File: config.mk
export PLATFORM = sky130hd
export DESIGN_NAME = voxel_line_traversal_flat
export DESIGN_NICKNAME = d
export VERILOG_FILES = /design/src/sv/vlt_pkg.sv /design/src/sv/vlt_if.sv /design/src/sv/vlt_front.sv /design/src/sv/vlt_queue.sv /design/src/sv/vlt_walker.sv /design/src/sv/voxel_line_traversal.sv /design/src/flat_wrapper.sv
export SDC_FILE = /design/constraint.sdc
export NUM_CORES = 1
export LEC_CHECK = 0
export BUFFER_PORTS_ARGS = -buffer_cell sky130_fd_sc_hd__buf_2
export CORE_UTILIZATION = 62
export CTS_CLUSTER_SIZE = 10
export DETAILED_ROUTE_END_ITERATION = 8
export PLACE_DENSITY = 0.8
export SYNTH_ARGS = -nofsm -noshare
export SYNTH_HDL_FRONTEND = slang
export SYNTH_HIERARCHICAL = 1
export SYNTH_SLANG_ARGS = --single-unit
File: constraint.sdc
create_clock -name clk -period 24.3 [get_ports clk]
set_clock_uncertainty 0.05 [all_clocks]
set_input_delay 1.215 -clock clk [delete_from_list [all_inputs] [get_ports clk]]
set_output_delay 1.215 -clock clk [all_outputs]
set_load 0.005 [all_outputs]
File: src/sv/vlt_pkg.sv
// Shared constants, types and codes for the voxel line traversal block.
`timescale 1ns / 1ps
package vlt_pkg;

  localparam int COORD_BITS = 12;
  localparam int MAX_RUN    = 64;
  // Plane counters never exceed MAX_RUN, so each cross product fits here.
  localparam int N_BITS     = $clog2(MAX_RUN + 1);
  localparam int PROD_BITS  = COORD_BITS + N_BITS;
  localparam int CNT_BITS   = (MAX_RUN > 2) ? $clog2(MAX_RUN) : 1;
  localparam int Q_DEPTH    = 2;
  localparam int Q_AW       = $clog2(Q_DEPTH);
  localparam int Q_CW       = $clog2(Q_DEPTH + 1);

  typedef logic [COORD_BITS-1:0] coord_t;
  typedef logic [PROD_BITS-1:0]  prod_t;
  typedef logic [CNT_BITS-1:0]   count_t;

  // One classified segment: start voxel, per-axis extent and direction,
  // and the six running cross products n_a * |d_b|.
  typedef struct packed {
    coord_t pos_x;
    coord_t pos_y;
    coord_t pos_z;
    coord_t ext_x;
    coord_t ext_y;
    coord_t ext_z;
    logic   neg_x;
    logic   neg_y;
    logic   neg_z;
    prod_t  t_xy;
    prod_t  t_xz;
    prod_t  t_yx;
    prod_t  t_yz;
    prod_t  t_zx;
    prod_t  t_zy;
  } seg_desc_t;

  typedef enum logic [1:0] {
    W_IDLE = 2'b01,
    W_RUN  = 2'b10
  } walk_state_t;

endpackage

File: src/sv/vlt_if.sv
// Valid/ready channel interfaces for segment requests and voxel results.
`timescale 1ns / 1ps
interface vlt_seg_if import vlt_pkg::*; ();
  logic   valid;
  logic   ready;
  coord_t start_x;
  coord_t start_y;
  coord_t start_z;
  coord_t end_x;
  coord_t end_y;
  coord_t end_z;

  modport source (output valid, start_x, start_y, start_z, end_x, end_y, end_z,
                  input ready);
  modport sink (input valid, start_x, start_y, start_z, end_x, end_y, end_z,
                output ready);
endinterface

interface vlt_vox_if import vlt_pkg::*; ();
  logic   valid;
  logic   ready;
  coord_t vox_x;
  coord_t vox_y;
  coord_t vox_z;
  logic   last;
  logic   truncated;

  modport source (output valid, vox_x, vox_y, vox_z, last, truncated, input ready);
  modport sink (input valid, vox_x, vox_y, vox_z, last, truncated, output ready);
endinterface

File: src/sv/vlt_front.sv
// Front end: accepts a segment request and classifies it into a walk descriptor.
`timescale 1ns / 1ps
module vlt_front import vlt_pkg::*; (
  vlt_seg_if.sink   seg,
  input  logic      queue_full,
  output logic      push,
  output seg_desc_t push_desc
);

  logic   neg_x, neg_y, neg_z;
  coord_t ext_x, ext_y, ext_z;
  logic   n0_x, n0_y, n0_z;

  assign seg.ready = !queue_full;
  assign push      = seg.valid && !queue_full;

  always_comb begin
    neg_x = seg.end_x < seg.start_x;
    neg_y = seg.end_y < seg.start_y;
    neg_z = seg.end_z < seg.start_z;
    ext_x = neg_x ? seg.start_x - seg.end_x : seg.end_x - seg.start_x;
    ext_y = neg_y ? seg.start_y - seg.end_y : seg.end_y - seg.start_y;
    ext_z = neg_z ? seg.start_z - seg.end_z : seg.end_z - seg.start_z;
    // positive axes cross one plane ahead, negative ones at the start plane
    n0_x  = !neg_x && (ext_x != '0);
    n0_y  = !neg_y && (ext_y != '0);
    n0_z  = !neg_z && (ext_z != '0);

    push_desc.pos_x = seg.start_x;
    push_desc.pos_y = seg.start_y;
    push_desc.pos_z = seg.start_z;
    push_desc.ext_x = ext_x;
    push_desc.ext_y = ext_y;
    push_desc.ext_z = ext_z;
    push_desc.neg_x = neg_x;
    push_desc.neg_y = neg_y;
    push_desc.neg_z = neg_z;
    push_desc.t_xy  = n0_x ? prod_t'(ext_y) : '0;
    push_desc.t_xz  = n0_x ? prod_t'(ext_z) : '0;
    push_desc.t_yx  = n0_y ? prod_t'(ext_x) : '0;
    push_desc.t_yz  = n0_y ? prod_t'(ext_z) : '0;
    push_desc.t_zx  = n0_z ? prod_t'(ext_x) : '0;
    push_desc.t_zy  = n0_z ? prod_t'(ext_y) : '0;
  end

endmodule

File: src/sv/vlt_queue.sv
// Short descriptor queue between the front end and the walker.
`timescale 1ns / 1ps
module vlt_queue import vlt_pkg::*; (
  input  logic      clk,
  input  logic      rst,
  input  logic      push,
  input  seg_desc_t push_desc,
  output logic      full,
  input  logic      pop,
  output seg_desc_t pop_desc,
  output logic      empty
);

  seg_desc_t             mem [Q_DEPTH];
  logic [Q_AW-1:0]       wr_ptr;
  logic [Q_AW-1:0]       rd_ptr;
  logic [Q_CW-1:0]       fill;

  assign full     = (fill == Q_CW'(Q_DEPTH));
  assign empty    = (fill == '0);
  assign pop_desc = mem[rd_ptr];

  always_ff @(posedge clk) begin
    if (push) begin
      mem[wr_ptr] <= push_desc;
    end
  end

  always_ff @(posedge clk) begin
    if (rst) begin
      wr_ptr <= '0;
      rd_ptr <= '0;
      fill   <= '0;
    end else begin
      if (push) begin
        wr_ptr <= (wr_ptr == Q_AW'(Q_DEPTH - 1)) ? '0 : wr_ptr + 1'b1;
      end
      if (pop) begin
        rd_ptr <= (rd_ptr == Q_AW'(Q_DEPTH - 1)) ? '0 : rd_ptr + 1'b1;
      end
      if (push && !pop) begin
        fill <= fill + 1'b1;
      end else if (pop && !push) begin
        fill <= fill - 1'b1;
      end
    end
  end

endmodule

File: src/sv/vlt_walker.sv
// Back end: walks one segment voxel by voxel into a registered output.
`timescale 1ns / 1ps
module vlt_walker import vlt_pkg::*; (
  input  logic      clk,
  input  logic      rst,
  input  logic      queue_empty,
  input  seg_desc_t pop_desc,
  output logic      pop,
  vlt_vox_if.source vox
);

  walk_state_t state;
  coord_t      pos_x, pos_y, pos_z;
  coord_t      ext_x, ext_y, ext_z;
  coord_t      rem_x, rem_y, rem_z;
  logic        neg_x, neg_y, neg_z;
  prod_t       t_xy, t_xz, t_yx, t_yz, t_zx, t_zy;
  count_t      count;

  logic        out_valid;
  coord_t      out_x, out_y, out_z;
  logic        out_last, out_trunc;

  logic        load_ok, emit;
  logic        mv_x, mv_y, mv_z;
  logic        sel_x, sel_y, sel_z;
  logic        at_end, moved, over, cap;
  logic        emit_last, emit_trunc;

  assign vox.valid     = out_valid;
  assign vox.vox_x     = out_x;
  assign vox.vox_y     = out_y;
  assign vox.vox_z     = out_z;
  assign vox.last      = out_last;
  assign vox.truncated = out_trunc;

  assign load_ok = !out_valid || vox.ready;
  assign emit    = (state == W_RUN) && load_ok;
  assign pop     = (state == W_IDLE) && !queue_empty;

  always_comb begin
    mv_x   = ext_x != '0;
    mv_y   = ext_y != '0;
    mv_z   = ext_z != '0;
    at_end = (rem_x == '0) && (rem_y == '0) && (rem_z == '0);
    // nearest crossing steps; ties go to y over x and to z over y
    sel_x  = mv_x && (!mv_y || (t_xy < t_yx)) && (!mv_z || (t_xz < t_zx));
    sel_y  = !sel_x && mv_y && (!mv_z || (t_yz < t_zy));
    sel_z  = !sel_x && !sel_y && mv_z;
    moved  = sel_x || sel_y || sel_z;
    over   = (sel_x && rem_x == '0) || (sel_y && rem_y == '0) ||
             (sel_z && rem_z == '0);
    cap    = count == CNT_BITS'(MAX_RUN - 1);
    emit_last  = at_end || !moved || over || cap;
    emit_trunc = !at_end && moved && !over && cap;
  end

  always_ff @(posedge clk) begin
    if (emit) begin
      out_x     <= pos_x;
      out_y     <= pos_y;
      out_z     <= pos_z;
      out_last  <= emit_last;
      out_trunc <= emit_trunc;
    end
  end

  always_ff @(posedge clk) begin
    if (rst) begin
      out_valid <= 1'b0;
    end else if (load_ok) begin
      out_valid <= emit;
    end
  end

  always_ff @(posedge clk) begin
    if (rst) begin
      state <= W_IDLE;
      count <= '0;
    end else begin
      case (state)
        W_IDLE: begin
          if (pop) begin
            state <= W_RUN;
            count <= '0;
          end
        end
        W_RUN: begin
          if (emit) begin
            if (emit_last) begin
              state <= W_IDLE;
            end else begin
              count <= count + 1'b1;
            end
          end
        end
        default: begin
          state <= W_IDLE;
        end
      endcase
    end
  end

  // walk registers: load from the queue, advance one voxel per emitted request
  always_ff @(posedge clk) begin
    if (pop) begin
      pos_x <= pop_desc.pos_x;
      pos_y <= pop_desc.pos_y;
      pos_z <= pop_desc.pos_z;
      ext_x <= pop_desc.ext_x;
      ext_y <= pop_desc.ext_y;
      ext_z <= pop_desc.ext_z;
      rem_x <= pop_desc.ext_x;
      rem_y <= pop_desc.ext_y;
      rem_z <= pop_desc.ext_z;
      neg_x <= pop_desc.neg_x;
      neg_y <= pop_desc.neg_y;
      neg_z <= pop_desc.neg_z;
      t_xy  <= pop_desc.t_xy;
      t_xz  <= pop_desc.t_xz;
      t_yx  <= pop_desc.t_yx;
      t_yz  <= pop_desc.t_yz;
      t_zx  <= pop_desc.t_zx;
      t_zy  <= pop_desc.t_zy;
    end else if (emit && !emit_last) begin
      if (sel_x) begin
        pos_x <= neg_x ? pos_x - 1'b1 : pos_x + 1'b1;
        rem_x <= rem_x - 1'b1;
        t_xy  <= t_xy + prod_t'(ext_y);
        t_xz  <= t_xz + prod_t'(ext_z);
      end
      if (sel_y) begin
        pos_y <= neg_y ? pos_y - 1'b1 : pos_y + 1'b1;
        rem_y <= rem_y - 1'b1;
        t_yx  <= t_yx + prod_t'(ext_x);
        t_yz  <= t_yz + prod_t'(ext_z);
      end
      if (sel_z) begin
        pos_z <= neg_z ? pos_z - 1'b1 : pos_z + 1'b1;
        rem_z <= rem_z - 1'b1;
        t_zx  <= t_zx + prod_t'(ext_x);
        t_zy  <= t_zy + prod_t'(ext_y);
      end
    end
  end

  a_trunc_is_last: assert property (@(posedge clk) disable iff (rst)
    emit && emit_trunc |-> emit_last)
    else $error("truncated voxel without last");

  a_pop_when_idle: assert property (@(posedge clk) disable iff (rst)
    pop |=> state == W_RUN)
    else $error("walker did not start after queue pop");

  a_one_axis: assert property (@(posedge clk) disable iff (rst)
    $countones({sel_x, sel_y, sel_z}) <= 1)
    else $error("more than one axis selected");

  a_step_x: assert property (@(posedge clk) disable iff (rst)
    emit && !emit_last && sel_x |=> rem_x == $past(rem_x) - 1'b1)
    else $error("x remaining steps not decremented");

endmodule

File: src/sv/voxel_line_traversal.sv
// Top level: 6-connected voxel walk along a segment, front end, queue and walker.
//
//   channel | dir | handshake     | payload
//   seg     | in  | valid / ready | start_x/y/z, end_x/y/z (12 bits each)
//   vox     | out | valid / ready | vox_x/y/z, last, truncated
//
// A segment of L voxels (1..MAX_RUN) is walked in the walker by loading the
// descriptor from the queue, then one voxel per cycle set by the single step
// unit while the vox channel does not stall. The front end classifies in the
// accept cycle and the two-entry queue takes new requests while a walk is
// running. Synchronous reset empties the queue and idles the walker.
// A stalled vox channel holds the output register and freezes the walk.
`timescale 1ns / 1ps
module voxel_line_traversal import vlt_pkg::*; (
  input  logic      clk,
  input  logic      rst,
  vlt_seg_if.sink   seg,
  vlt_vox_if.source vox
);

  logic      push, pop, full, empty;
  seg_desc_t push_desc, pop_desc;

  vlt_front u_front (
    .seg        (seg),
    .queue_full (full),
    .push       (push),
    .push_desc  (push_desc)
  );

  vlt_queue u_queue (
    .clk       (clk),
    .rst       (rst),
    .push      (push),
    .push_desc (push_desc),
    .full      (full),
    .pop       (pop),
    .pop_desc  (pop_desc),
    .empty     (empty)
  );

  vlt_walker u_walker (
    .clk         (clk),
    .rst         (rst),
    .queue_empty (empty),
    .pop_desc    (pop_desc),
    .pop         (pop),
    .vox         (vox)
  );

endmodule

File: src/flat_wrapper.sv
// flat-port wrapper written by rule: the top's interface ports become plain ports
module voxel_line_traversal_flat import vlt_pkg::*;
  (clk, rst, seg_valid, seg_start_x, seg_start_y, seg_start_z, seg_end_x, seg_end_y, seg_end_z, seg_ready, vox_valid, vox_vox_x, vox_vox_y, vox_vox_z, vox_last, vox_truncated, vox_ready);
  vlt_seg_if seg_i ();
  vlt_vox_if vox_i ();
  input  logic clk;
  input  logic rst;
  input wire logic [$bits(seg_i.valid)-1:0] seg_valid;
  input wire logic [$bits(seg_i.start_x)-1:0] seg_start_x;
  input wire logic [$bits(seg_i.start_y)-1:0] seg_start_y;
  input wire logic [$bits(seg_i.start_z)-1:0] seg_start_z;
  input wire logic [$bits(seg_i.end_x)-1:0] seg_end_x;
  input wire logic [$bits(seg_i.end_y)-1:0] seg_end_y;
  input wire logic [$bits(seg_i.end_z)-1:0] seg_end_z;
  output wire logic [$bits(seg_i.ready)-1:0] seg_ready;
  output wire logic [$bits(vox_i.valid)-1:0] vox_valid;
  output wire logic [$bits(vox_i.vox_x)-1:0] vox_vox_x;
  output wire logic [$bits(vox_i.vox_y)-1:0] vox_vox_y;
  output wire logic [$bits(vox_i.vox_z)-1:0] vox_vox_z;
  output wire logic [$bits(vox_i.last)-1:0] vox_last;
  output wire logic [$bits(vox_i.truncated)-1:0] vox_truncated;
  input wire logic [$bits(vox_i.ready)-1:0] vox_ready;
  assign seg_i.valid = seg_valid;
  assign seg_i.start_x = seg_start_x;
  assign seg_i.start_y = seg_start_y;
  assign seg_i.start_z = seg_start_z;
  assign seg_i.end_x = seg_end_x;
  assign seg_i.end_y = seg_end_y;
  assign seg_i.end_z = seg_end_z;
  assign seg_ready = seg_i.ready;
  assign vox_valid = vox_i.valid;
  assign vox_vox_x = vox_i.vox_x;
  assign vox_vox_y = vox_i.vox_y;
  assign vox_vox_z = vox_i.vox_z;
  assign vox_last = vox_i.last;
  assign vox_truncated = vox_i.truncated;
  assign vox_i.ready = vox_ready;
  voxel_line_traversal u_core (.clk(clk), .rst(rst), .seg(seg_i), .vox(vox_i));
endmodule
==> out/results.txt, run 1 <==
The flow ran to the end, and the final reports show no timing, DRC or antenna violations. The run gives 77 as the number of CTS-inserted buffers. The starting utilization of the core area is 0.627.

The data required time at the worst endpoint is 24.56 ns, and the number of sinks on the clock net is 655. During I/O placement, the number of pins put on the boundary was 116. The library cells used most frequently in the layout, excluding fill and tap cells, are 641 x sky130_fd_sc_hd__edfxtp_1, 246 x sky130_fd_sc_hd__nor2_1, 242 x sky130_fd_sc_hd__inv_1, 230 x sky130_fd_sc_hd__ha_1, 188 x sky130_fd_sc_hd__a21oi_1. After global routing the overflow that remains totals 0. The setup check on the worst reg-to-reg path leaves a slack of 19.50 ns. The tools report the half-perimeter wire length after detailed placement as 54,000 µm.

In this run the worst setup path begins at seg_end_y[0]. The clock tree synthesis step divided the H-tree into 3 levels. The detail route stage leaves a number of antenna-violating nets equal to 0.

The number of hold buffers added after CTS was 0. The worst setup path is launched from an input pin. The proportion of synthesized area in mux cells is 0.0763. Static timing analysis puts the maximum clock frequency at 203 MHz. The global placer's final weighted congestion came out at 0.882. The length of the first detailed-routing pass in iterations is 6. The path type of the worst setup path was in -> reg. The logs give 0.677 for the utilization of the core after routing and 0.63 ns for the latest clock arrival within the worst-skew pair. The most common flop cell mapped by yosys is sky130_fd_sc_hd__edfxtp_1. The parity-gate share of the synthesized area counting xor and xnor cells is 0.0421, and the horizontal extent of the die is 243 µm.

The post-route clock period utilization came out at 0.202. The fraction of the mapped netlist area in compound gates came out at 0.0988. For this block, the routed nets add up to 79,800 µm of wire.

The tools report the worst reg2reg path endpoint as u_core/u_walker/pos_y[8]$_DFFE_PP_. In the final timing run, aggregate negative setup slack is 0 ns. The sequential-to-total area share from yosys stat was 0.540; the simple logic cell fraction of the synthesized area was 0.0968. Mapped cell area: 36,100 µm².

The transition time at the pin with the least slew margin came out at 1.18 ns. Counting every instance in the synthesized netlist gives 3,022. The overall track demand over capacity in global routing is 0.271. Compared with the post-synthesis result, the final layout area differs by 7.94%. The detailed router placed 23,500 vias in this run. STA puts the critical path data arrival time at 5.18 ns.

After layout, the minimum clock period comes to 4.91 ns. The proportion of layout cells with a drive suffix above 1 was 0.154. In this run the core area contains 88 standard-cell rows.

Counting distinct cell types in the post-synthesis netlist gives 89. In this run, synthesis produced a sequential element count of 655. For this run, the number of Yosys warnings is 6. The area share of fa/ha/maj cells after synthesis is 0.0880, and the maximum vdd ir drop is 0.0000971 V. Post-CTS repair changed the size of 0 cells. The logs give 23,700 for the via count of the first global-routing pass and 0 for the number of failing hold endpoints at the final stage. For the leakage power summed over all cells, the log shows 15.3 nW. Clock root buffer: sky130_fd_sc_hd__clkbuf_16. The average via count per standard cell was 6.03.

In this run, synthesis inferred 641 flip-flops with an integrated enable. Top fanout value on the critical path: 24. The startpoint of the lowest-slack hold path is u_core/u_walker/pos_z[2]$_DFFE_PP_. Entering global routing, the biggest net connects 134 pins. The combinational family with the most area after synthesis was compound AO/OA/AOI/OAI gates. The tools report the number of antenna violations at the first check in global routing as 0. The run gives 57,600 µm² as the core region area. The max-cap violation count came out at 0. The number of inserted filler cells in the final layout was 4,054; the maximum root-to-sink buffer count was 3. For hold timing, the worst endpoint is u_core/u_walker/vox.vox_z[2]$_DFFE_PP_. Kind of capture point of the worst setup path: a flop. After detailed routing, the average wire length per cell comes to 20.5 µm. The relative max-transition margin came out at 0.213. The worst hold path passes through 0 cells. The library cell used most frequently in the layout, excluding fill and tap cells, is sky130_fd_sc_hd__edfxtp_1. In this run the tool buffered the top-level ports with 115 buffer cells. The clock transition at the register clock pins on the worst setup and hold paths after CTS was 0.05 ns. The number of design-rule violations left by the first detailed-router iteration came out at 1,939. Hold timing on the final database bottoms out at a slack of 0.410 ns. The number of slew-limit violations in the final report was 0; the share of async-settable or async-resettable flops after synthesis was 0. Power spread over the standard cell area amounts to 147 nW/µm². Post-detailed-route DRC marker count: 0. Setup repair after global routing left no endpoint under its margin. The synthesized area per cell was 12.0 µm²; the full die area was 59,200 µm². The startpoint identified for the worst register-to-register timing path is u_core/u_walker/t_zy[16]$_DFFE_PP_. The worst register-to-register path has a depth of 11. Measured along the y axis, the die boundary spans 243 µm. The logs give 3,419 for the final net count and 0 for the number of buffers added for setup after CTS. TritonCTS built the clock tree. The first global-routing pass estimated 126,000 µm of wire. The count of final setup violators was 0; the total inserted antenna cells was 0.

The worst hold path belongs to the class reg -> reg.
## critical path: stages
cell                       delay [ns]
sky130_fd_sc_hd__buf_2           0.10
sky130_fd_sc_hd__inv_1           0.05
sky130_fd_sc_hd__ha_1            0.19
sky130_fd_sc_hd__inv_1           0.08
sky130_fd_sc_hd__fa_1            0.25
sky130_fd_sc_hd__a21o_1          0.17
sky130_fd_sc_hd__nand4_1         0.17
sky130_fd_sc_hd__a211o_1         0.38
sky130_fd_sc_hd__nand2b_1        0.30
sky130_fd_sc_hd__clkinv_1        0.33
sky130_fd_sc_hd__a311oi_1        0.34
sky130_fd_sc_hd__nor3_1          0.11
sky130_fd_sc_hd__nor4b_1         0.29
sky130_fd_sc_hd__a41o_1          1.02
sky130_fd_sc_hd__nor2_1          0.16
## report_power, final
part | switching [mW] | internal (mW)
Sequential | 0.244 | 1.86
Combinational | 1.57 | 1.05
Clock | 0.435 | 0.592
Total | 2.25 | 3.50
## synthesized netlist by cell type (12+ instances only)
cell / count / share of area
sky130_fd_sc_hd__nand2b_1: 17 / 0.0029
sky130_fd_sc_hd__mux2i_1: 22 / 0.0061
sky130_fd_sc_hd__a21o_1: 38 / 0.0079
sky130_fd_sc_hd__o21a_1: 17 / 0.0035
sky130_fd_sc_hd__nand2_1: 187 / 0.019
sky130_fd_sc_hd__xor2_1: 84 / 0.020
sky130_fd_sc_hd__o31ai_1: 25 / 0.0052
sky130_fd_sc_hd__nand4_1: 14 / 0.0024
sky130_fd_sc_hd__nor4_1: 20 / 0.0035
sky130_fd_sc_hd__nor2_2: 20 / 0.0035
sky130_fd_sc_hd__nand3_1: 34 / 0.0047
sky130_fd_sc_hd__edfxtp_1: 641 / 0.53
sky130_fd_sc_hd__and3_1: 28 / 0.0048
sky130_fd_sc_hd__inv_1: 243 / 0.025
sky130_fd_sc_hd__xnor2_1: 86 / 0.021
sky130_fd_sc_hd__a31oi_1: 24 / 0.0042
sky130_fd_sc_hd__a21oi_1: 189 / 0.026
sky130_fd_sc_hd__buf_6: 19 / 0.0059
sky130_fd_sc_hd__o211ai_1: 18 / 0.0037
sky130_fd_sc_hd__fa_1: 15 / 0.0083
sky130_fd_sc_hd__clkbuf_1: 50 / 0.0052
sky130_fd_sc_hd__nor2_1: 246 / 0.026
sky130_fd_sc_hd__dfxtp_1: 14 / 0.0078
sky130_fd_sc_hd__o21ai_0: 162 / 0.022
sky130_fd_sc_hd__ha_1: 230 / 0.080
sky130_fd_sc_hd__or3_1: 26 / 0.0045
sky130_fd_sc_hd__a211oi_1: 18 / 0.0037
sky130_fd_sc_hd__nor3_1: 66 / 0.0091
sky130_fd_sc_hd__nor2b_1: 32 / 0.0055
sky130_fd_sc_hd__a21boi_0: 12 / 0.0025
sky130_fd_sc_hd__mux2_2: 92 / 0.029
sky130_fd_sc_hd__buf_4: 84 / 0.017
sky130_fd_sc_hd__buf_2: 15 / 0.0021
sky130_fd_sc_hd__mux2_4: 100 / 0.042
## metal layers
metal	global-route usage	wire length (µm)	vias to the layer above
li1	-	-	11000
met1	0.362	33600	11500
met2	0.452	38800	827
met3	0.0362	5030	168
met4	0.0997	2330	0
met5	0	0	-
## state kept, by name, indices dropped and copies added, names as in the netlist, 2 cells and up, named ones only
name,flops
u_core/u_queue/mem,378
u_core/u_walker/t_xy,19
u_core/u_walker/t_xz,19
u_core/u_walker/t_yx,19
u_core/u_walker/t_yz,19
u_core/u_walker/t_zx,19
u_core/u_walker/t_zy,19
u_core/u_walker/ext_x,12
u_core/u_walker/ext_y,12
u_core/u_walker/ext_z,12
u_core/u_walker/pos_x,12
u_core/u_walker/pos_y,12
u_core/u_walker/pos_z,12
u_core/u_walker/rem_x,12
u_core/u_walker/rem_y,12
u_core/u_walker/rem_z,12
u_core/u_walker/vox.vox_x,12
u_core/u_walker/vox.vox_y,12
u_core/u_walker/vox.vox_z,12
u_core/u_walker/count,6
u_core/u_queue/fill,2
u_core/u_walker/state,2
## layout make-up
cell class | count | area, µm² | share of cell area
clock buffer | 94 | 2010 | 0.0516
clock inverter | 12 | 149 | 0.00382
inverter | 244 | 921 | 0.0236
multi-input combinational | 1988 | 14700 | 0.377
sequential | 655 | 19500 | 0.501
tap | 765 | 957 | 0.0245
timing repair buffer | 132 | 716 | 0.0183
## stage by stage
step	power (mW)	instances	worst slack (ns)	cell area, µm²
finish	5.74	3890	19.39	39000
global route	6.12	3890	19.10	39000
CTS	5.73	3890	19.43	39000
detailed placement	4.66	3784	18.77	36800
global placement	4.52	3784	18.92	36800
floorplan	4.03	3063	13.71	36300
## worst max path at each step
stage	endpoint	slack (ns)	depth (start not counted)
after floorplan	u_core/u_queue/mem[0][0]$_DFFE_PP_	13.71	2
after global placement	u_core/u_queue/mem[0][83]$_DFFE_PP_	18.92	14
after detailed placement	u_core/u_queue/mem[1][101]$_DFFE_PP_	18.77	14
after CTS	u_core/u_queue/mem[0][65]$_DFFE_PP_	19.43	15
after global routing	u_core/u_queue/mem[0][48]$_DFFE_PP_	19.10	15
final	u_core/u_queue/mem[1][68]$_DFFE_PP_	19.39	15
## kinds of logic (layout without fill, tap and decap cells)
family	after synthesis	after routing
flip-flops	655	655
multiplexers	214	214
AO/OA/AOI/OAI	576	576
other	1	42
XOR/XNOR	172	172
buffers and inverters	420	482
AND/OR/NAND/NOR	739	739
adder cells (fa/ha/maj)	245	245
No activity file was read; power rests on OpenSTA's default activity.
==> run 2, diff against run 1 <==
--- a/config.mk
+++ b/config.mk
@@ -5,11 +5,12 @@
 export SDC_FILE = /design/constraint.sdc
 export NUM_CORES = 1
 export LEC_CHECK = 0
+export ABC_AREA = 1
 export BUFFER_PORTS_ARGS = -buffer_cell sky130_fd_sc_hd__buf_2
 export CORE_UTILIZATION = 62
 export CTS_CLUSTER_SIZE = 10
 export DETAILED_ROUTE_END_ITERATION = 8
-export PLACE_DENSITY = 0.8
+export PLACE_DENSITY = 0.79
 export SYNTH_ARGS = -nofsm -noshare
 export SYNTH_HDL_FRONTEND = slang
 export SYNTH_HIERARCHICAL = 1
==> constraint.sdc (replaced) <==
create_clock -name clk -period 4.9 [get_ports clk]
set_clock_uncertainty 0.05 [all_clocks]
set_input_delay 0.245 -clock clk [delete_from_list [all_inputs] [get_ports clk]]
set_output_delay 0.245 -clock clk [all_outputs]
set_load 0.005 [all_outputs]
==> run 2 against run 1 <==
Die area increased by 4.7%; combinational power increased to 5.0 times the previous value; area after synthesis increased by 4.7%; cell area increased by 5.6%; worst hold slack got worse by 0.37 ns; count of clock-buffer cells in the layout decreased by 5; non-clock buffer count increased by 43; first-iteration DRC count increased by 20%; final cell count increased by 20%; global-route usage decreased by 0.58 points; clock power increased to 4.8 times the previous value; via count increased by 11%; critical path type is now reg -> reg; largest cell class unchanged; highest routed layer unchanged.
==> out/results.txt, run 2 <==
The tools report the switching component of the power as 11.3 mW (+400%). From synthesis to final layout, the design area changed by 8.84%. The tools report the sum of overflow across all layers after global routing as 0 (unchanged).

The run finished with clean final reports. The layer flagged by global routing as most heavily used is met2. The number of buffers added for setup after CTS came out at 0 (unchanged). Leaving out fill and tap cells, the most frequent cell in the layout is sky130_fd_sc_hd__nand2_1.

The transition time at the pin with the least slew margin was 1.08 ns (-0.101 ns). The run gives 26,100 (+11%) as the via count of the routed design. The cell area power density came out at 684 nW/µm² (+360%).

TritonCTS built the clock tree. The post-route clock period utilization was 0.734; the y dimension of the die was 249 µm (+2.3%). The final worst setup slack was 1.30 ns (-18.08 ns); the maximum number of pins on one net before global-route repair was 218 (+63%). The simple logic cell fraction of the synthesized area works out to 0.172 (+0.0755). The startpoint identified for the worst register-to-register timing path is u_core/u_walker/t_zx[14]$_DFFE_PP_. Sum of negative setup slack: 0 ns (unchanged).

The number of placed I/O pins came out at 116 (unchanged). By area, the combinational part of the netlist is dominated by simple AND/OR/NAND/NOR gates. Final instance area: 41,200 µm² (+5.6%). Of all cell types, the one taking the most synthesized area is sky130_fd_sc_hd__edfxtp_1. Switching power as a share of total power: 0.402 (+0.0108). Master of the slowest instance on the critical path: sky130_fd_sc_hd__buf_4. For the part of the total power dissipated in the clock network, the log shows 0.176 (-0.003).

Walking the worst path, the cells encountered are inv_1, ha_1, nand2_1, inv_1, nand2_1, a21oi_1, nor2_1, nand3_2, nand2_2, nand3_4, nand3_1, nand2_1, nand2_2, nand4_4, o21ai_4, buf_4. The met2 track utilization from global routing was 0.448 (-0.00387); the fraction of power consumed by sequential logic was 0.363 (-0.003). The maximum vdd ir drop was 0.000777 V (+700%). Number of CTS-inserted buffers: 77 (unchanged).

The routed length per placed instance is 17.4 µm (-15%), and the H-tree depth reported by CTS is 3 (unchanged). Ranked by instance count, the synthesized netlist is headed by 940 x sky130_fd_sc_hd__nand2_1, 641 x sky130_fd_sc_hd__edfxtp_1, 478 x sky130_fd_sc_hd__inv_1, 240 x sky130_fd_sc_hd__nor2_1, 230 x sky130_fd_sc_hd__ha_1. The synthesized area per cell is 10.1 µm² (-16%), and the core region area is 60,400 µm² (+4.8%).

For the pre-CTS setup slack, the log shows 1.26 ns (-17.51 ns). For the total inserted antenna cells, the log shows 0 (unchanged). The run gives 4,205 (+23%) as the final net count. The global routing met1 resource utilization was 0.353 (-0.00924). Sorting the synthesized cells by area gives the leading types as sky130_fd_sc_hd__edfxtp_1 51%, sky130_fd_sc_hd__nand2_1 9.3%, sky130_fd_sc_hd__ha_1 7.6%. The number of unique standard cell types used by synthesis was 58 (-35%); the relative max-transition margin was 0.281 (+0.0674). The count of final setup violators is 0 (unchanged).

Among all flip-flop cells after synthesis, the most frequent one is sky130_fd_sc_hd__edfxtp_1. The post-detailed-route DRC marker count was 0 (unchanged). The cell that appears most often on the critical path is sky130_fd_sc_hd__nand2_1. Setup repair after global routing left no endpoint under its margin. The max-cap violation count was 0 (unchanged); the met3 layer usage reported by global route was 0.0359 (-0.000296). The parity-gate share of the synthesized area counting xor and xnor cells is 0.0238 (-0.0183), and the cell area after placement is 38,700 µm² (+5.1%). In the layout the commonest cells are 940 x sky130_fd_sc_hd__nand2_1, 641 x sky130_fd_sc_hd__edfxtp_1, 477 x sky130_fd_sc_hd__inv_1, 237 x sky130_fd_sc_hd__nor2_1, 230 x sky130_fd_sc_hd__ha_1. The latest clock arrival within the worst-skew pair is 0.62 ns (about the same). Reg2reg setup slack: 1.30 ns (-18.20 ns).

The cell count after synthesis was 3,750 (+24%). The proportion of layout cells with a drive suffix above 1 came out at 0.147 (-0.00696). The critical path data arrival time is 3.77 ns (-1.41 ns). For this run, the top clock speed supported by timing is 278 MHz.

The number of standard-cell rows in the floorplan was 90 (+2.3%). In the post-synthesis netlist, the cell with the most instances is sky130_fd_sc_hd__nand2_1. Tracing the worst setup path back leads to its startpoint at u_core/u_walker/t_zx[14]$_DFFE_PP_. The leakage power summed over all cells was 17.9 nW (+17%); the number of sinks on the clock net was 655 (unchanged). Area share of fa/ha/maj cells after synthesis: 0.0840 (-0.00396). The mapped cell area came out at 37,800 µm² (+4.7%).

The run gives 0.682 (+0.00502) as the utilization of the core after routing. The clock root buffer is sky130_fd_sc_hd__clkbuf_16. The number of antenna violations at the first check in global routing is 0 (unchanged).

In this run the worst setup path terminates at u_core/u_walker/t_xz[16]$_DFFE_PP_. The worst setup path is launched from a flop. The top fanout value on the critical path is 62 (+160%), and the final critical path time including I/O delays and setup is 3.60 ns.

Number of cells on the worst reg-to-reg path: 16 (+5). The fraction of the mapped netlist area in compound gates works out to 0.0594 (-0.0395). The starting utilization of the core area is 0.627 (about the same). The full die area is 62,000 µm² (+4.7%), and the final hold slack is 0.0394 ns (-0.370 ns).

The run gives 0.265 (-0.00576) as the overall track demand over capacity in global routing. The run gives 6 (unchanged) as the count of synthesis-stage warnings from yosys. The number of synthesized flops with an enable pin is 641 (unchanged).

The tools report the length of the first detailed-routing pass in iterations as 6 (unchanged). Ranked by flip-flop count, first place goes to u_core/u_queue/mem. The share of async-settable or async-resettable flops after synthesis works out to 0 (unchanged).

The logs give 0.931 (+5.6%) for the global placer's final weighted congestion and 25,400 (+7.2%) for the via count of the first global-routing pass. The clock transition at the register clock pins on the worst setup and hold paths after CTS was 0.05 ns (about the same). The horizontal extent of the die is 249 µm (+2.3%), and the half-perimeter wire length after detailed placement is 55,700 µm (+3.1%). For the internal power consumption, the log shows 16.9 mW (+380%). The average via count per standard cell was 5.56 (-7.8%). The number of routed nets with antenna violations is 0 (unchanged), and the area share of the leading cell type in the synthesized netlist is 0.509 (-0.0240). The count of buffers from port buffering is 115 (unchanged). For the number of failing hold endpoints at the final stage, the log shows 0 (unchanged). The worst reg2reg path endpoint is u_core/u_walker/t_xz[16]$_DFFE_PP_. The final routed wirelength across all metal layers is 81,500 µm (+2.2%), and the worst stage delay on the critical path is 0.72 ns (-0.30 ns). The sequential-to-total area share from yosys stat is 0.516 (-0.0244), and the number of design-rule violations left by the first detailed-router iteration is 2,336 (+20%). The flop and latch count out of synthesis was 655 (unchanged). The logs give 0.461 (+0.006) for the part of the power in combinational logic and 0 (unchanged) for the number of slew-limit violations in the final report. The number of flip-flops under the largest register name came out at 378 (unchanged). The worst setup path is captured at a flop. The tightest min-delay check is of the in -> reg type. The logs give 3 (unchanged) for the maximum root-to-sink buffer count and 5.07 ns (-19.49 ns) for the data required time at the worst endpoint. The path type of the worst setup path is reg -> reg. The proportion of synthesized area in mux cells is 0.0662 (-0.0102). Global-route wire length before repair: 131,000 µm (+3.6%).
-- run 2: changes by cell type in the layout (fill, tap and decap cells not counted), moves of 35 or more --
| cell | before | now |
|---|---|---|
| sky130_fd_sc_hd__a21oi_1 | 188 | 135 |
| sky130_fd_sc_hd__nand2_1 | 187 | 940 |
| sky130_fd_sc_hd__nor3_1 | 66 | 13 |
| sky130_fd_sc_hd__nand3_1 | 34 | 157 |
| sky130_fd_sc_hd__dlygate4sd3_1 | 0 | 38 |
| sky130_fd_sc_hd__xnor2_1 | 86 | 35 |
| sky130_fd_sc_hd__inv_1 | 242 | 477 |
| sky130_fd_sc_hd__nand4_1 | 14 | 49 |
-- run 2: worst min-delay path by stage --
| stage | endpoint | cells past startpoint | from |
|---|---|---|---|
| floorplan | flop | 1 | rst |
| global placement | u_core/u_walker/vox.vox_x[4]$_DFFE_PP_ | 0 | u_core/u_walker/pos_x[4]$_DFFE_PP_ |
| detailed placement | u_core/u_walker/vox.vox_x[6]$_DFFE_PP_ | 0 | u_core/u_walker/pos_x[6]$_DFFE_PP_ |
| CTS | u_core/u_queue/wr_ptr$_SDFFE_PP0P_ | 5 | seg_valid |
| global route | u_core/u_queue/wr_ptr$_SDFFE_PP0P_ | 5 | seg_valid |
| finish | u_core/u_queue/wr_ptr$_SDFFE_PP0P_ | 5 | seg_valid |
-- run 2: cell type report --
type	count	area, µm²
Tap cell	782	978
Inverter	488	1840
Multi-Input combinational cell	2487	15600
Fill cell	4449	19200
Clock buffer	89	2000
Clock inverter	10	85.1
Sequential cell	655	19500
Timing Repair Buffer	175	1180
-- run 2: logic make-up (layout without fill, tap and decap cells) --
kind of cell,count (synthesis),in the layout
DFF,655,655
xor gates and xnor gates,103,103
buffers and inverters,649,762
AOI/OAI and AO/OA,383,383
muxes,189,189
other,1,42
adders and majority gates,245,245
and+or+nand+nor,1525,1525
-- run 2: what timing repair did --
action                     4_1_cts  5_1_grt
setup endpoints to repair        0        0
gates resized for setup          0        0
hold buffers                    38        0
hold endpoints to repair        79        0
-- run 2: stage by stage --
stage               power, mW  cells
floorplan                19.9   3791
global placement         22.6   4549
detailed placement       23.0   4549
CTS                      28.1   4686
global route             30.2   4686
finish                   28.2   4686
-- run 2: worst max-delay path: cells and delay by family (launching register included) --
kind	cells	cell delay [ns]
fa+ha+maj	1	0.27
compound gates	2	0.23
simple gates	10	1.23
flops	1	0.44
buf+inv	3	0.93
-- run 2: power by group through the flow --
stage | logic [mW] | registers (mW) | clock network (mW)
global route | 14.6 | 10.4 | 5.25
finish | 13.0 | 10.2 | 4.95
floorplan | 10.2 | 9.79 | 0
detailed placement | 12.7 | 10.3 | 0
global placement | 12.3 | 10.2 | 0
CTS | 12.9 | 10.2 | 5.03
-- run 2: metal layers --
layer  share of wire  wire length, µm
met1            0.43            34700
met2            0.48            39100
met3           0.065             5280
met4           0.030             2460
met5               0                0
